===== src/hdl/mfpr_pkg.sv =====
package mfpr_pkg;

  // Panel geometry
  localparam int COLUMNS = 128;
  localparam int PAGES   = 8;
  localparam int ROWS    = PAGES * 8;
  localparam int DEPTH   = COLUMNS * PAGES;

  localparam int COL_W  = $clog2(COLUMNS);
  localparam int PG_W   = (PAGES > 1) ? $clog2(PAGES) : 1;
  localparam int ROW_W  = $clog2(ROWS);
  localparam int ADDR_W = $clog2(DEPTH);

  // Refresh stream: three command bytes, then the column bytes of the page
  localparam int CMD_COUNT = 3;
  localparam int POS_W     = $clog2(COLUMNS + CMD_COUNT);

  localparam logic [7:0] CMD_PAGE_BASE = 8'hB0;
  localparam logic [7:0] CMD_COL_LOW   = 8'h00;
  localparam logic [7:0] CMD_COL_HIGH  = 8'h10;

  // Clip limits in the width of the input coordinates
  localparam logic [7:0] COL_MAX = 8'(COLUMNS - 1);
  localparam logic [7:0] ROW_MAX = 8'(ROWS - 1);

  typedef enum logic [1:0] {
    MODE_POINT   = 2'd0,
    MODE_FILL    = 2'd1,
    MODE_REFRESH = 2'd2,
    MODE_NONE    = 2'd3
  } mode_t;

  typedef enum logic [2:0] {
    ST_CLEAR,
    ST_IDLE,
    ST_FILL_RD,
    ST_FILL_WR,
    ST_EMIT
  } state_t;

  typedef struct packed {
    logic clr_step;
    logic load;
    logic rd_fill;
    logic wr_fill;
    logic rd_refresh;
    logic emit;
  } ctrl_cmd_t;

  typedef struct packed {
    logic clr_last;
    logic empty;
    logic fill_last;
    logic out_free;
  } dp_status_t;

endpackage


===== src/hdl/mfpr_ctrl.sv =====
module mfpr_ctrl (
  input  logic                clk,
  input  logic                rst_n,
  input  logic                in_valid,
  input  logic [1:0]          in_mode,
  input  mfpr_pkg::dp_status_t status,
  output logic                in_stall,
  output mfpr_pkg::ctrl_cmd_t  cmd
);
  import mfpr_pkg::*;

  state_t state_r;
  state_t state_nxt;
  logic   accept;
  mode_t  mode;

  assign mode   = mode_t'(in_mode);
  assign accept = in_valid && (state_r == ST_IDLE);

  // Take input only when idle
  assign in_stall = (state_r != ST_IDLE);

  // Next state
  always_comb begin
    state_nxt = state_r;
    case (state_r)
      ST_CLEAR: begin
        if (status.clr_last) state_nxt = ST_IDLE;
      end
      ST_IDLE: begin
        if (accept) begin
          case (mode)
            MODE_POINT, MODE_FILL: begin
              if (!status.empty) state_nxt = ST_FILL_RD;
            end
            MODE_REFRESH: state_nxt = ST_EMIT;
            default:      state_nxt = ST_IDLE;
          endcase
        end
      end
      ST_FILL_RD: state_nxt = ST_FILL_WR;
      ST_FILL_WR: begin
        state_nxt = status.fill_last ? ST_IDLE : ST_FILL_RD;
      end
      ST_EMIT: begin
        if (status.out_free) state_nxt = ST_IDLE;
      end
      default: state_nxt = ST_CLEAR;
    endcase
  end

  // Commands to the datapath
  always_comb begin
    cmd = '0;
    case (state_r)
      ST_CLEAR: cmd.clr_step = 1'b1;
      ST_IDLE: begin
        if (accept) begin
          case (mode)
            MODE_POINT, MODE_FILL: cmd.load = 1'b1;
            MODE_REFRESH:          cmd.rd_refresh = 1'b1;
            default:               cmd = '0;
          endcase
        end
      end
      ST_FILL_RD: cmd.rd_fill = 1'b1;
      ST_FILL_WR: cmd.wr_fill = 1'b1;
      ST_EMIT:    cmd.emit = status.out_free;
      default:    cmd = '0;
    endcase
  end

  always_ff @(posedge clk) begin
    if (!rst_n) begin
      state_r <= ST_CLEAR;
    end else begin
      state_r <= state_nxt;
    end
  end

endmodule


===== config.mk =====
export PLATFORM = sky130hd
export DESIGN_NAME = mfpr_ctrl
export DESIGN_NICKNAME = d
export VERILOG_FILES = /design/src/hdl/mfpr_pkg.sv /design/src/hdl/mfpr_ctrl.sv
export SDC_FILE = /design/constraint.sdc
export NUM_CORES = 1
export LEC_CHECK = 0
export BUFFER_PORTS_ARGS = -buffer_cell sky130_fd_sc_hd__buf_2
export CORE_AREA = 2 2 39 41
export DETAILED_ROUTE_END_ITERATION = 8
export DIE_AREA = 0 0 41 43
export PLACE_DENSITY_LB_ADDON = 0.2
export SYNTH_ARGS = -nofsm -noshare
export SYNTH_HDL_FRONTEND = slang
export SYNTH_SLANG_ARGS = --single-unit

===== constraint.sdc =====
create_clock -name clk -period 1.9 [get_ports clk]
set_input_delay 0.38 -clock clk [delete_from_list [all_inputs] [get_ports clk]]
set_output_delay 0.38 -clock clk [all_outputs]
set_load 0.01 [all_outputs]

==> results.md, run 1 <==
- Outcome: finished, final reports clean
- Post-DP HPWL: between 500 and 600 um
- PortBufs: 15
- Wire length per cell: around 9.6 um
- Antenna Nets Post-Route: 0
- GR Overflow Total: 0
- Root buffer selected by CTS: clkbuf_4
- Comb power frac: about two fifths
- Initial DRT Pass Iterations: 3
- Area contributors post-synth: dfxtp_1 (25%), nor3b_2 (5.2%), nor4_1 (5.2%)
- CP endpoint kind: output port
- Top Ports: 16
- Area leader, netlist: dfxtp_1
- Final GP Congestion: between 0.6 and 0.7
- Clock Sinks: 3
- Synth top area share: 24.74%
- Period utilisation layout: 96.30%
- TritonCTS clock tree: built
- Area of the multi-input gates: ~170 um^2
- Synthesis-stage register bit count: 3
- Switching fraction of total power: between 30% and 40%
- Clock Path Buffers: 2
- Num rows: 14
- DR iter-0 viols: 2
- Final Hold Vio Count: 0
- Tot GR Track Use: 8.225%
- Relative slew slack: 65.23%
- Global-route wire length before repair: 966 um
- Int Power: just over 0.0002 W
- Regs by FF count: state_r x3
- Mapped Area: between 200 and 250 um^2
- Fraction of the yosys area taken by sequential cells: between 20 and 25%
- CP Max Fanout: 3
- Core ar.: around 1400 um^2
- Clk_lat worst skew: about 230 ps
- Die Width: 41 um
- Initial core utilization: approximately 18%
- Post-CTS setup buffer count: 0
- Layout area overhead: 55.67%
- Vias per inst: around 4.3
- Pwr dens: between 700 and 800 nW/um^2
- Clock power frac: between 30 and 40%
- Max reg flops: 3
- # fillers: about 160
- Final Max Tran Viols: 0
- Fmax: between 500 and 600 MHz
- Slew @ Worst Pin: around 510 ps
- Critical Path AT: approximately 1500 ps
- Final Skew: approximately 1.6 ps
- Reg clk slew, reported paths: 40 ps
- Setup CP Type: register to output port
- Layout cell share with drive strength beyond 1: ~50%
- Via count: about 290
- Largest net degree at the start of global routing: 11
- Vias in the first global route: 254
- Ant diodes: 0
- CP required: around 1500 ps
- DRT Wirelength: ~630 um
- Peak VDD IR: ~0.3 mV
- Synth Area per Inst: 8.091 um^2
- Min Tclk post-route: ~1800 ps
- Area post-placement: 350.3 um^2
- Die Y: ~43 um
- Fin area: 377.9 um^2
- Critical path launch point type: register
- H-tree depth: 1
- Max-cap viol count: 0
- Setup TNS: 0 ps
- NetSw: about 0.000091 W
- Total CTS buffers: 3
- Die area: between 1500 and 2000 um^2
- Pwr Total: around 0.00030 W
- Syn Inst Count: 30
- Pleak: ~0.18 nW
- Initial antenna violation count: 0
- # setup viols final: 0
- Seq pwr share: between 20% and 30%
- Worst Hold Class: input pin to register
- Warnings from Yosys: 0
- Drt drc: 0
- Top reg by flops: state_r
- Fin nets: 60
- Register area: approximately 60 um^2
- Synth cell types: 22
- RSZ-0062 raised after global routing: false
- Hold Buf Count CTS: 0
- Syn nets: 39
==> kinds of logic (layout without fill, tap and decap cells) <==
| family | count (synthesis) | after routing | share of synthesized area, % |
|---|---|---|---|
| buffers and inverters | 4 | 24 | 7.218 |
| AND/OR/NAND/NOR | 17 | 17 | 47.94 |
| AO/OA/AOI/OAI | 6 | 6 | 20.10 |
| flip-flops | 3 | 3 | 24.74 |
==> layout make-up <==
cell class	instances	share of cell area (%)
clock buffer	4	6.954
inverter	2	1.987
multi-input combinational	23	43.71
sequential	3	16.23
tap	16	5.298
timing repair buffer	18	25.83
==> worst max-delay path, stage by stage (launching register included) <==
cell     delay [ps]
dfxtp_1         310
or3b_4          400
or2_4           240
nor3b_2         140
buf_2           140
==> synth_stat cells (all sizes together) <==
library cell  number
dfxtp              3
nor2               3
buf                2
inv                2
nand2              2
nor3b              2
nor4               2
or3b               2
a21oi              1
a22oi              1
a32o               1
and3               1
nand2b             1
nand3b             1
nand4bb            1
nor3               1
o2bb2ai            1
o31a               1
o41ai              1
or2                1
==> layout by cell type (no fill, tap or decap), drive strengths merged, types with 2 or more instances in the layout <==
cell | synthesis | routed
nor3b | 2 | 2
clkbuf | 0 | 4
nand2 | 2 | 2
dfxtp | 3 | 3
buf | 2 | 18
nor4 | 2 | 2
or3b | 2 | 2
inv | 2 | 2
nor2 | 3 | 3
==> routing by layer <==
layer | share of wire, % | global-route usage [%]
met3 | 7.4 | 1.571
met1 | 47 | 11.22
met5 | 0 | 0
met2 | 46 | 10.00
met4 | 0 | 8.000
==> stage by stage <==
stage / setup WS, ps / hold WS, ps / cells / utilization (%)
after floorplan: 267.5 / 496.9 / 30 / -
after global placement: 287.7 / 590.1 / 62 / 25.32
after detailed placement: 279.6 / 584.3 / 62 / 25.32
after CTS: 28.02 / 391.6 / 66 / 27.22
after global routing: 17.38 / 400.5 / 66 / 27.31
final: 70.27 / 399.0 / 66 / 27.31
==> timing repair <==
action | CTS | global route
setup endpoints to repair | 0 | 1
resized for setup | 0 | 1
hold endpoints to repair | 0 | 0
==> power groups by stage <==
stage,Sequential (W),Clock [W],Combinational (W)
floorplan,0.0000746,0,0.0000743
global placement,0.0000747,0,0.000116
detailed placement,0.0000747,0,0.000116
CTS,0.0000737,0.000116,0.000116
global route,0.0000764,0.000119,0.000125
finish,0.0000747,0.000109,0.000115
==> path summary, 6_finish.rpt <==
check	depth (start not counted)	slack [ps]	startpoint	endpoint
setup / recovery	4	70	state_r[2]	cmd[1]
hold / removal	2	400	rst_n	state_r[0]
setup reg to reg	3	600	state_r[0]	state_r[0]
hold reg to reg	2	580	state_r[1]	state_r[2]
Power figures use the tool's default switching activity.
==> run 2: changes to the inputs <==
--- a/config.mk
+++ b/config.mk
@@ -7,6 +7,7 @@
 export LEC_CHECK = 0
 export BUFFER_PORTS_ARGS = -buffer_cell sky130_fd_sc_hd__buf_2
 export CORE_AREA = 2 2 39 41
+export CTS_BUF_LIST = sky130_fd_sc_hd__clkbuf_4 sky130_fd_sc_hd__clkbuf_8 sky130_fd_sc_hd__clkbuf_16
 export DETAILED_ROUTE_END_ITERATION = 8
 export DIE_AREA = 0 0 41 43
 export PLACE_DENSITY_LB_ADDON = 0.2
==> run 2 against run 1 <==
  * Final cell count unchanged
  * Combinational power barely moved
  * First-iteration DRC count did not move
  * Count of clock-buffer cells in the layout is the same
==> results.md, run 2 (synthesized netlist as in run 1, its figures left out) <==
- Outcome: finished, final reports clean (unchanged)
- Most frequent cells in the layout: buf_2 (15), clkbuf_4 (4), nor2_1 (3), buf_4 (3) (was buf_2 (15), nor2_1 (3), clkbuf_4 (3), buf_4 (3))
- Top reg by flops: state_r (unchanged)
- Max-cap viol count: 0 (unchanged)
- NetSw: 0.00009072 W (was 0.00009070 W)
- Fin nets: 60 (unchanged)
- GR Overflow Total: 0 (unchanged)
- Period utilisation layout: 96.31% (was 96.30%)
- Initial core utilization: 17.54% (unchanged)
- Die Width: 41 um (unchanged)
- Critical path launch point type: register (unchanged)
- PortBufs: 15 (unchanged)
- Comb power frac: 36.9% (was 38.6%)
- Int Power: 0.0002221 W (was 0.0002078 W)
- Final Max Tran Viols: 0 (unchanged)
- Root buffer selected by CTS: clkbuf_4 (unchanged)
- Antenna Nets Post-Route: 0 (unchanged)
- RSZ-0062 raised after global routing: false (unchanged)
- Regs by FF count: state_r x3 (unchanged)
- R2r startpoint: state_r[0] (unchanged)
- Largest net degree at the start of global routing: 11 (unchanged)
- Vias per inst: 4.348 (was 4.333)
- Fmax: 546.5 MHz (about the same)
- Global-route wire length before repair: 966 um (unchanged)
- CP startpoint: state_r[2] (unchanged)
- Area post-placement: 350.3 um^2 (unchanged)
- Fin area: 381.6 um^2 (was 377.9 um^2)
- Clock power frac: 39.3% (was 36.4%)
- DR iter-0 viols: 2 (unchanged)
- Clock Sinks: 3 (unchanged)
- TritonCTS clock tree: built (unchanged)
- Via count: 287 (was 286)
- Die Y: 43 um (unchanged)
- Placed cells: 62 (unchanged)
- Critical Path AT: 1450 ps (about the same)
- Clk_lat worst skew: 230 ps (about the same)
- Layout cell share with drive strength beyond 1: 52.00% (was 50.00%)
- H-tree depth: 1 (unchanged)
- Final Hold Vio Count: 0 (unchanged)
- Drt drc: 0 (unchanged)
- Post-DP HPWL: 503.3 um (unchanged)
- Pleak: 0.1792 nW (was 0.1757 nW)
- Switching fraction of total power: 29.00% (was 30.38%)
- CP Max Fanout: 3 (unchanged)
- Vias in the first global route: 254 (unchanged)
- Seq pwr share: 23.9% (was 25.0%)
- Wire length per cell: 9.591 um (was 9.576 um)
- Tot GR Track Use: 8.225% (unchanged)
- Setup CP Type: register to output port (unchanged)
- CP required: 1520 ps (about the same)
- Final GP Congestion: 0.6386 (unchanged)
- Setup TNS: 0 ps (unchanged)
- Clock Path Buffers: 2 (unchanged)
- Worst Hold Launch: rst_n (unchanged)
- Top Ports: 16 (unchanged)
- Peak VDD IR: 0.3064 mV (was 0.3063 mV)
- Commonest non-fill, non-tap cell in the layout: buf_2 (unchanged)
- Worst Hold Class: input pin to register (unchanged)
- Post-route insts no fill: 66 (unchanged)
- Num rows: 14 (unchanged)
- Total CTS buffers: 3 (unchanged)
- Min Tclk post-route: 1830 ps (about the same)
- Layout area overhead: 57.22% (was 55.67%)
- Core ar.: 1384 um^2 (unchanged)
- Reg clk slew, reported paths: 30 ps (was 40 ps)
- Max reg flops: 3 (unchanged)
- Die area: 1763 um^2 (unchanged)
- Slew @ Worst Pin: 514.9 ps (unchanged)
- # setup viols final: 0 (unchanged)
- Ant diodes: 0 (unchanged)
- Initial antenna violation count: 0 (unchanged)
- Relative slew slack: 65.23% (unchanged)
- DRT Wirelength: 633 um (was 632 um)
- Initial DRT Pass Iterations: 3 (unchanged)
- Pwr dens: 819.6 nW/um^2 (was 790.1 nW/um^2)
- Final Skew: 0.7486 ps (was 1.595 ps)
- CP endpoint kind: output port (unchanged)
- Util after Layout: 27.58% (was 27.31%)
==> run 2: cell type report <==
type | count | area, um^2
Inverter | 2 | 7.507
Tap cell | 16 | 20.02
Sequential cell | 3 | 61.31
Fill cell | 165 | 1002
Multi-Input combinational cell | 23 | 165.2
Clock buffer | 4 | 30.03
Timing Repair Buffer | 18 | 97.59
==> run 2: per-stage QoR <==
stage,worst slack [ps],hold WS [ps],total power [W]
finish,70.19,397.6,0.0003128
global route,15.92,399.0,0.0003346
CTS,25.50,389.1,0.0003212
detailed placement,279.6,584.3,0.0001907
global placement,287.7,590.1,0.0001910
floorplan,267.5,496.9,0.0001489
==> run 2: metal layers <==
metal	GRT usage [%]	part of all wire [%]	up-vias
met3	1.571	7.4	0
met5	0	0	-
met1	11.22	46	128
li1	-	-	151
met4	8.000	0	0
met2	10.00	46	8
==> run 2: path summary, 6_finish.rpt <==
| path | to | slack (ps) | cells after the start |
|---|---|---|---|
| worst min-delay path | state_r[0] | 400 | 2 |
| worst max-delay path | cmd[1] | 70 | 4 |
| worst min register to register | state_r[2] | 580 | 2 |
| worst max register to register | state_r[0] | 600 | 3 |
==> run 2: power groups by stage <==
stage | Combinational [W] | Clock [W] | Sequential, W
2_1_floorplan | 0.0000743 | 0 | 0.0000746
3_3_place_gp | 0.000116 | 0 | 0.0000747
3_5_place_dp | 0.000116 | 0 | 0.0000747
6_report | 0.000115 | 0.000123 | 0.0000747
5_1_grt | 0.000125 | 0.000134 | 0.0000764
4_1_cts | 0.000116 | 0.000131 | 0.0000737
==> run 2: worst max-delay path: stages, from the launching register on <==
cell and delay (ps):
dfxtp_1 310, or3b_4 400, or2_4 240, nor3b_2 140
buf_2 140
==> run 2: what timing repair did <==
item,in CTS,in global routing
buffers inserted,0,0
setup endpoints to repair,0,1
resized for setup,0,1
hold buffers,0,0
